## src/hdl/assert_macros.svh

```systemverilog
// Assertion macros shared by the decoder modules.
`ifndef ASSERT_MACROS_SVH
`define ASSERT_MACROS_SVH

`ifndef SYNTHESIS

// Property must hold at every clock edge outside reset.
`define QDC_ASSERT(label, clk, rst_n, prop) \
    label: assert property (@(posedge clk) disable iff (!rst_n) (prop)) \
        else $error("qdc assertion failed");

// Expression must never be true outside reset.
`define QDC_NEVER(label, clk, rst_n, expr) \
    `QDC_ASSERT(label, clk, rst_n, !(expr))

`else

`define QDC_ASSERT(label, clk, rst_n, prop)
`define QDC_NEVER(label, clk, rst_n, expr)

`endif

`endif

```

## src/hdl/qdc_pkg.sv

```systemverilog
// Package: field masks, phase and result codes, and the decode result struct.
package qdc_pkg;

    // Word layout
    localparam logic [31:0] TYPE_MASK    = 32'h0700_0000;
    localparam logic [31:0] TYPE_HEADER  = 32'h0200_0000;
    localparam logic [31:0] TYPE_TRAILER = 32'h0400_0000;
    localparam int COUNT_LSB = 8;
    localparam int COUNT_W   = 6;
    localparam int VALUE_W   = 12;
    localparam int CHAN_LSB  = 16;
    localparam int CHAN_W    = 5;
    localparam int INDEX_W   = 16;
    localparam int KIND_W    = 2;

    // Result kinds
    localparam logic [KIND_W-1:0] KIND_VALUE       = 2'd0;
    localparam logic [KIND_W-1:0] KIND_HEADER_ERR  = 2'd1;
    localparam logic [KIND_W-1:0] KIND_TRAILER_ERR = 2'd2;

    // Event phase
    typedef enum logic [1:0] {
        PH_WAIT    = 2'd0,
        PH_DATA    = 2'd1,
        PH_TRAILER = 2'd2
    } phase_t;

    // One decoded word
    typedef struct packed {
        logic                 valid;
        logic [KIND_W-1:0]    kind;
        logic [VALUE_W-1:0]   value;
        logic [INDEX_W-1:0]   index;
    } result_t;

endpackage

```

## src/hdl/qdc_decode.sv

```systemverilog
// Event phase machine and per-word decode logic.
`include "assert_macros.svh"

module qdc_decode
    import qdc_pkg::*;
(
    input  logic               clk,
    input  logic               rst_n,
    input  logic               step,
    input  logic [31:0]        word,
    input  logic               first,
    input  logic [INDEX_W-1:0] base_index,
    output result_t            result
);

    phase_t              phase_reg, phase_next;
    logic [COUNT_W-1:0]  left_reg, left_next;
    logic [COUNT_W-1:0]  count;
    logic [COUNT_W-1:0]  left_dec;
    logic [CHAN_W-1:0]   chan;

    assign count    = word[COUNT_LSB +: COUNT_W];
    assign chan     = word[CHAN_LSB +: CHAN_W];
    assign left_dec = left_reg - COUNT_W'(1);

    // State register, advanced once per decoded word
    always_ff @(posedge clk or negedge rst_n)
    begin
        if (!rst_n)
        begin
            phase_reg <= PH_WAIT;
            left_reg  <= '0;
        end
        else if (step)
        begin
            phase_reg <= phase_next;
            left_reg  <= left_next;
        end
    end

    // Next state and result
    always_comb
    begin
        phase_next = phase_reg;
        left_next  = left_reg;
        result     = '0;
        if (first)
        begin
            // a flagged word is read as a header, abandoning any open event
            if ((word & TYPE_MASK) != TYPE_HEADER)
            begin
                phase_next   = PH_WAIT;
                left_next    = '0;
                result.valid = 1'b1;
                result.kind  = KIND_HEADER_ERR;
            end
            else
            begin
                left_next  = count;
                phase_next = (count == '0) ? PH_TRAILER : PH_DATA;
            end
        end
        else
        begin
            case (phase_reg)
                PH_DATA:
                begin
                    left_next    = left_dec;
                    if (left_dec == '0)
                        phase_next = PH_TRAILER;
                    result.valid = 1'b1;
                    result.kind  = KIND_VALUE;
                    result.value = word[VALUE_W-1:0];
                    result.index = {{(INDEX_W-CHAN_W){1'b0}}, chan} + base_index;
                end
                PH_TRAILER:
                begin
                    phase_next = PH_WAIT;
                    left_next  = '0;
                    if ((word & TYPE_MASK) != TYPE_TRAILER)
                    begin
                        result.valid = 1'b1;
                        result.kind  = KIND_TRAILER_ERR;
                    end
                end
                default:
                begin
                    // waiting: stray words are dropped
                    phase_next = PH_WAIT;
                end
            endcase
        end
    end

    // While reading data words the count is never exhausted
    `QDC_NEVER(a_data_count, clk, rst_n, phase_reg == PH_DATA && left_reg == '0)
    // Waiting and trailer phases hold no pending count
    `QDC_NEVER(a_idle_count, clk, rst_n, phase_reg != PH_DATA && left_reg != '0)

endmodule

```

## src/hdl/qdc_out_stage.sv

```systemverilog
// Result register between the decoder and the output channel.
module qdc_out_stage
    import qdc_pkg::*;
(
    input  logic               clk,
    input  logic               rst_n,
    input  logic               step,
    input  result_t            result,
    output logic               advance,
    output logic               out_valid,
    input  logic               out_ready,
    output logic [KIND_W-1:0]  result_kind,
    output logic [VALUE_W-1:0] sample_value,
    output logic [INDEX_W-1:0] channel_index
);

    logic               vld_reg, vld_next;
    logic [KIND_W-1:0]  kind_reg;
    logic [VALUE_W-1:0] value_reg;
    logic [INDEX_W-1:0] index_reg;

    // register free or emptied this cycle
    assign advance  = !vld_reg || out_ready;
    assign vld_next = advance ? (step && result.valid) : vld_reg;

    always_ff @(posedge clk or negedge rst_n)
    begin
        if (!rst_n)
            vld_reg <= 1'b0;
        else
            vld_reg <= vld_next;
    end

    // payload, loaded only with a real result
    always_ff @(posedge clk)
    begin
        if (advance && step && result.valid)
        begin
            kind_reg  <= result.kind;
            value_reg <= result.value;
            index_reg <= result.index;
        end
    end

    assign out_valid     = vld_reg;
    assign result_kind   = kind_reg;
    assign sample_value  = value_reg;
    assign channel_index = index_reg;

endmodule

```

## src/hdl/qdc_event_word_decoder.sv

```systemverilog
// Top level: input word register, decoder, result register and base index register.
// An accepted word waits in the input word register until the result register can advance.
// Throughput: one word per cycle; only a stalled output register holds up input.
// Words that cause no result still take a decode step.
// Reset (rst_n low, asynchronous): no word held, no result pending, waiting for
// a header, base index 0.
`include "assert_macros.svh"

module qdc_event_word_decoder
    import qdc_pkg::*;
(
    input  logic               clk,
    input  logic               rst_n,
    input  logic               in_valid,
    output logic               in_ready,
    input  logic [31:0]        data_word,
    input  logic               first_word,
    input  logic               cfg_wr_en,
    input  logic [INDEX_W-1:0] cfg_wr_data,
    output logic               out_valid,
    input  logic               out_ready,
    output logic [KIND_W-1:0]  result_kind,
    output logic [VALUE_W-1:0] sample_value,
    output logic [INDEX_W-1:0] channel_index
);

    logic               in_vld_reg, in_vld_next;
    logic [31:0]        word_reg;
    logic               first_reg;
    logic [INDEX_W-1:0] base_reg;
    logic               advance;
    logic               step;
    logic               take;
    result_t            result;

    assign step     = in_vld_reg && advance;
    assign in_ready = !in_vld_reg || advance;
    assign take     = in_valid && in_ready;

    // Base index register
    always_ff @(posedge clk or negedge rst_n)
    begin
        if (!rst_n)
            base_reg <= '0;
        else if (cfg_wr_en)
            base_reg <= cfg_wr_data;
    end

    // Input word register
    assign in_vld_next = take ? 1'b1 : (step ? 1'b0 : in_vld_reg);

    always_ff @(posedge clk or negedge rst_n)
    begin
        if (!rst_n)
            in_vld_reg <= 1'b0;
        else
            in_vld_reg <= in_vld_next;
    end

    always_ff @(posedge clk)
    begin
        if (take)
        begin
            word_reg  <= data_word;
            first_reg <= first_word;
        end
    end

    qdc_decode u_decode (
        .clk        (clk),
        .rst_n      (rst_n),
        .step       (step),
        .word       (word_reg),
        .first      (first_reg),
        .base_index (base_reg),
        .result     (result)
    );

    qdc_out_stage u_out (
        .clk           (clk),
        .rst_n         (rst_n),
        .step          (step),
        .result        (result),
        .advance       (advance),
        .out_valid     (out_valid),
        .out_ready     (out_ready),
        .result_kind   (result_kind),
        .sample_value  (sample_value),
        .channel_index (channel_index)
    );

    // Input stalls only behind a stalled result
    `QDC_ASSERT(a_ready_stall, clk, rst_n, !in_ready |-> (out_valid && !out_ready))
    // Error results carry zero payload
    `QDC_ASSERT(a_err_zero, clk, rst_n,
        (out_valid && result_kind != KIND_VALUE) |-> (sample_value == '0 && channel_index == '0))
    // Only defined kinds leave the block
    `QDC_NEVER(a_kind_code, clk, rst_n,
        out_valid && result_kind != KIND_VALUE && result_kind != KIND_HEADER_ERR
        && result_kind != KIND_TRAILER_ERR)
    // A held word that is decoded leaves the input register unless refilled
    `QDC_ASSERT(a_step_drain, clk, rst_n, (step && !take) |=> !in_vld_reg)

endmodule

```

## config.mk

```make
export PLATFORM = sky130hd
export DESIGN_NAME = qdc_event_word_decoder
export DESIGN_NICKNAME = d
export VERILOG_FILES = /design/src/hdl/qdc_pkg.sv /design/src/hdl/qdc_decode.sv /design/src/hdl/qdc_out_stage.sv /design/src/hdl/qdc_event_word_decoder.sv
export VERILOG_INCLUDE_DIRS = /design/src /design/src/hdl
export SDC_FILE = /design/constraint.sdc
export NUM_CORES = 1
export LEC_CHECK = 0
export ABC_CLOCK_PERIOD_IN_PS = 3030
export BUFFER_PORTS_ARGS = -buffer_cell sky130_fd_sc_hd__buf_2
export CAP_MARGIN = 0
export CORE_MARGIN = 2
export CORE_UTILIZATION = 53
export DETAILED_ROUTE_END_ITERATION = 8
export GPL_TIMING_DRIVEN = 0
export PLACE_DENSITY = 0.79
export SYNTH_ARGS = -nofsm -noshare
export SYNTH_HDL_FRONTEND = slang
export SYNTH_SLANG_ARGS = --single-unit
```

## constraint.sdc

```tcl
create_clock -name clk -period 3.03 [get_ports clk]
set_clock_uncertainty 0.2 [all_clocks]
set_input_delay 0.4545 -clock clk [delete_from_list [all_inputs] [get_ports clk]]
set_output_delay 0.4545 -clock clk [all_outputs]
set_load 0.03 [all_outputs]
```

# Word-level counts from Yosys, hierarchy flattened
# Index checks and enable logic that the tools add are counted.
# word_totals
regBits,84
input_bits,54
output_inout_bits,32
# op_classes
n_addsub,2
n_eq_ne,5
muxes,14
bitwise,1
n_reduce_logical,16
# op_table
cell,count
5-bit by 16-bit adder with 16-bit output,1
6-bit logical NOT,2
6-bit two-way mux,2
6-bit one-hot mux with 2 select lines,1
2-bit two-way mux,5
3-bit two-way mux,3
"3-bit by 2-bit != test with 1-bit output, second input constant",2
3-bit one-hot mux with 2 select lines,1
"6-bit by 1-bit subtractor with 6-bit output, second input constant",1
1-bit logical AND,5
2-bit AND reduction,2
"3-bit != test, second input constant",1
3-bit nonzero test,1
"2-bit by 1-bit equality test with 1-bit output, second input constant",1
"2-bit equality test, second input constant",1
1-bit logical NOT,2
1-bit logical OR,2
1-bit two-way mux,2
2-bit nonzero test,1
2-bit OR reduction,1
1-bit NOT,1

# Longest topological paths before layout
# logic_depth
word_depth,5
depth_mapped,8

# Hierarchy
# Synthesis repeated with hierarchy kept, for this count alone.
# hier_totals
cells_unflattened,273
area_unflattened_um2,3847.4
# by_module_without_submodules
mod,instances,cells_each,area_each_um2
qdc_event_word_decoder,1,72,1690.4
qdc_decode,1,166,1196.1
qdc_out_stage,1,35,960.9

# Least setup slack after synthesis
# OpenSTA, ideal clock, no wires.
# synth_path
path_kind,reg-to-reg
startpoint,register u_decode.phase_reg[0]
endpoint,"register u_out.index_reg[0], in the netlist u_out.channel_index[0], enable pin"
setup_ns,0.417
arrival_ns,2.185
required_ns,2.413
slack_ns,0.228
path_stages_with_launch,7
path_buffers,0
period_less_slack_ns,2.802
path_cell_list,dfrtp_1 -> inv_1 -> ha_1 -> nand2b_1 -> o21ai_0 -> a21boi_0 -> nor2_1
# synth_between
elab_chain_len,4
elab_cells_between_ends,5
# synth_rtl
item,line_no,text
from (decl),qdc_decode.sv:16,"phase_t phase_reg, phase_next;"
from (signal assigned),qdc_decode.sv:36,phase_reg <= phase_next;
2-bit equality test or 2-bit by 1-bit equality test with 1-bit output (tied branches),qdc_decode.sv:65,case (phase_reg)
3-bit one-hot mux with 2 select lines *,qdc_decode.sv:65,
3-bit two-way mux *,qdc_decode.sv:47,if (first)
1-bit logical AND *,qdc_out_stage.sv:37,if (advance && step && result.valid)
to (signal assigned),qdc_out_stage.sv:41,index_reg <= result.index;
to (decl),qdc_out_stage.sv:20,logic [INDEX_W-1:0] index_reg;
# Mark *: on every way between the ends. The rest lies on a longest branch, timed or not.
# A chain may end at the register's enable or synchronous reset.

# Final worst setup path
# layout_path
startpoint,register base_reg[0]
endpoint,"register u_out.index_reg[8], in the netlist u_out.channel_index[8] (data pin)"
# layout_between
elab_chain_len,1
# layout_rtl
item,line_no,text
from (decl),qdc_event_word_decoder.sv:30,logic [INDEX_W-1:0] base_reg;
from (signal assigned),qdc_event_word_decoder.sv:46,base_reg <= cfg_wr_data;
5-bit by 16-bit adder with 16-bit output,qdc_decode.sv:74,"result.index = {{(INDEX_W-CHAN_W){1'b0}}, chan} + base_index;"
# Every way passes these cells.

==> flow_summary_export.csv <==
group,metric,value,unit
outcome,status,"finished, final reports clean",
sta,rsz0062_at_grt,"false",
floorplan,fp.coreArea,6310,µm²
routing,drt-initial-drc-count,151,
critical_path,worstSetupPathType,"reg -> reg",
sta,relSlewSlack,31.5,%
critical_path,reg2reg_from,"base_reg[0]",
layout,area_delta_synth_final,20.4,%
sta,hold_viol,0,
routing,wl,6.65,mm
routing,via_count,2399,
layout,seqCellArea,2240,µm²
critical_path,crit_fanout,10,
synth,synth_top_flop_cell,"edfxtp_1",
sta,setup_viol,0,
synth,synth_cell_types,44,
sta,fin_crit_sh,90.2,%
critical_path,crit_path_end_kind,"flop",
power,power.density,661,nW/µm²
hold_path,hold_depth,1,
global_routing,overflow,0,
synth,synth_edf_count,53,
layout,fillers,497,
floorplan,dieArea,7190,µm²
clock_network,insertion_delay,350,ps
global_routing,grt_max_degree,31,
layout,diodes,0,
global_routing,grt_pass1_vias,2347,
hold_path,hold_path_startpoint,"data_word[1]",
floorplan,ios,86,
flow_run,drv_cap,0,
synth,synth_top_area_cell,"edfxtp_1",
power,total_power,2.75,mW
critical_path,cpMostUsedCell,"a21oi_1",
routing,drc_errors,0,
synth,yosysTopAreaCellShare,46.0,%
global_routing,grt_pass1_wl,10.6,mm
routing,dr.pass1.iters,4,
sta,fmax,366,MHz
clock_network,h-tree-depth,3,
power,irDropWorstVdd,0.387,mV
layout,largest_reg_flops,22,
clock_network,root_buffer,"clkbuf_8",
critical_path,crit_chain,"ha_1 > fa_1 > a211o_2 > a21oi_1 > or3_1 > a21oi_1",
hold_path,hold-path-endpoint,"word_reg[1]",
global_routing,antenna_found_initial,0,
critical_path,slowest_stage,"a21oi_1",
routing,wl_per_cell,15.5,µm
clock_network,ctsResizeCount,0,
sta,slew_violations,0,
synth,synth_area,3460,µm²
clock_network,numCtsBuffers,9,
synth,synth_nets,326,
synth,seq_area_frac_synth,64.8,%
hold_path,hold_class,"in -> reg",
critical_path,crit_start,"base_reg[0]",
placement,io_buffers,74,
clock_network,cts_hold_buffers,1,
placement,gp_congestion,0.816,
critical_path,r2r_setup_slack,300,ps
clock_network,clkTransAtPathRegs,80,ps
floorplan,start_util,54.8,%
routing,ant_nets,0,
synth,synth_seq_cells,79,
critical_path,worstPathRequired,2910,ps
critical_path,ff2ff_path_depth,6,
power,p_leak,1.69,nW
floorplan,die_h,84.8,µm
floorplan,rows,29,
synth,avgSynthCellArea,13.2,µm²
sta,min_period,2730,ps
floorplan,fp.dieW,84.8,µm
clock_network,numClockSinks,79,
global_routing,grt_usage,19.3,%
placement,place_hpwl,4.67,mm
routing,detail_route.vias_per_cell,5.58,
layout,multiInputGateArea,1160,µm²
synth,syn_inst,262,
synth,ys_warn_count,0,
layout,finalNetCount,412,
sta,worst_pin_slew,1030,ps
critical_path,r2r_end,"u_out.channel_index[8]",
synth,async_flop_share,32.9,%
synth,synth.area.top_cells,"edfxtp_1 46%, dfrtp_1 19%, mux2_2 4.9%",
clock_network,cts_tree,"done",
critical_path,crit_arrival,2610,ps
sta,tns,0,ps
critical_path,critPathMaxStageDelay,530,ps
placement,post-place-ws,320,ps
clock_network,clock_path_buffers,2,
sta,fin_ws,297,ps
critical_path,startpoint_type,"flop",
layout,drive_gt1_share,33.4,%
clock_network,cts_setup_buffers,0,
## synth_stat cells, types with 2 or more instances
| cell type | number |
|---|---|
| clkbuf_1 | 5 |
| o21ai_0 | 20 |
| nand2b_1 | 6 |
| nor3b_1 | 4 |
| nor2_1 | 15 |
| a211oi_1 | 4 |
| nor4_1 | 3 |
| dfrtp_1 | 26 |
| or4_1 | 4 |
| nand4_1 | 3 |
| a22oi_1 | 2 |
| mux2_2 | 15 |
| a21oi_1 | 16 |
| nand3_1 | 4 |
| or3_1 | 5 |
| buf_2 | 4 |
| or2_2 | 2 |
| and3_1 | 2 |
| o31ai_1 | 4 |
| edfxtp_1 | 53 |
| xnor2_1 | 2 |
| o21a_1 | 3 |
| ha_1 | 9 |
| and2_1 | 17 |
| inv_1 | 7 |
| nand2_1 | 9 |
## per-stage QoR
step | cell area (µm²) | hold slack [ps] | util (%) | cells
2_1_floorplan | 3460 | -41.1 | - | 262
3_3_place_gp | 3930 | 297 | 62.2 | 413
3_5_place_dp | 3930 | 303 | 62.3 | 413
4_1_cts | 4170 | 59.4 | 66.0 | 430
5_1_grt | 4170 | 52.0 | 66.0 | 430
6_report | 4170 | 75.7 | 66.0 | 430
## worst max-delay path: cells and delay by family, from the launching register on
family,cells,cell delay (ps)
AOI/OAI and AO/OA,3,970
adders and majority gates,2,710
DFF,1,380
and+or+nand+nor,1,200
## logic make-up (layout without fill, tap and decap cells)
| logic type | Yosys count | count (layout) | share of synthesized area, % |
|---|---|---|---|
| buffers and inverters | 16 | 107 | 1.88 |
| flip-flops | 79 | 79 | 64.8 |
| XOR/XNOR | 2 | 2 | 0.506 |
| AO/OA/AOI/OAI | 62 | 62 | 11.5 |
| multiplexers | 15 | 15 | 4.88 |
| adder cells (fa/ha/maj) | 10 | 10 | 3.83 |
| AND/OR/NAND/NOR | 78 | 78 | 12.6 |
## metal layers
metal	track usage (%)	vias up	wire length, µm	part of all wire [%]
met1	25.4	1135	2910	44
met3	4.82	11	419	6.3
met5	0	-	0	0
met2	30.9	98	3210	48
li1	-	1155	-	-
met4	8.23	0	106	1.6
## cells in the final DEF (no fill, tap or decap), drive strengths merged, types with 2 or more instances in the layout
master,n
clkinvlp,2
a22oi,2
clkbuf,14
nand2b,6
mux2,15
edfxtp,53
o21a,4
nand2,9
a21oi,16
nor2,15
xnor2,2
nand4,3
dfrtp,26
buf,78
o21ai,21
a21o,2
ha,9
nor4,3
or2,2
or4,4
bufinv,2
and3,2
and2,17
nand3,4
a211oi,5
or3,5
nor3b,4
clkinv,3
inv,7
o31ai,4
## layout make-up
class,count,share of cell area (%)
Buffer,9,0.931
Tap cell,77,2.31
Multi-Input combinational cell,167,27.8
Inverter,7,0.631
Sequential cell,79,53.8
Clock buffer,9,2.97
Clock inverter,7,2.34
Timing Repair Buffer,75,9.13
## where the power goes
part           total [mW]  switching [mW]  internal [mW]
combinational       0.525           0.323          0.202
clock               0.847           0.382          0.464
sequential           1.38          0.0954           1.29
## worst max-delay path by stage
| stage | depth (start not counted) | slack, ps | to |
|---|---|---|---|
| after floorplan | 6 | 230 | u_out.channel_index[0] |
| after global placement | 6 | -440 | u_out.channel_index[14] |
| after detailed placement | 6 | 320 | u_out.channel_index[10] |
| after CTS | 6 | 310 | u_out.channel_index[10] |
| after global routing | 6 | 140 | u_out.channel_index[10] |
| final | 6 | 300 | u_out.channel_index[8] |
Note: power is estimated with default switching activity, not from simulation.
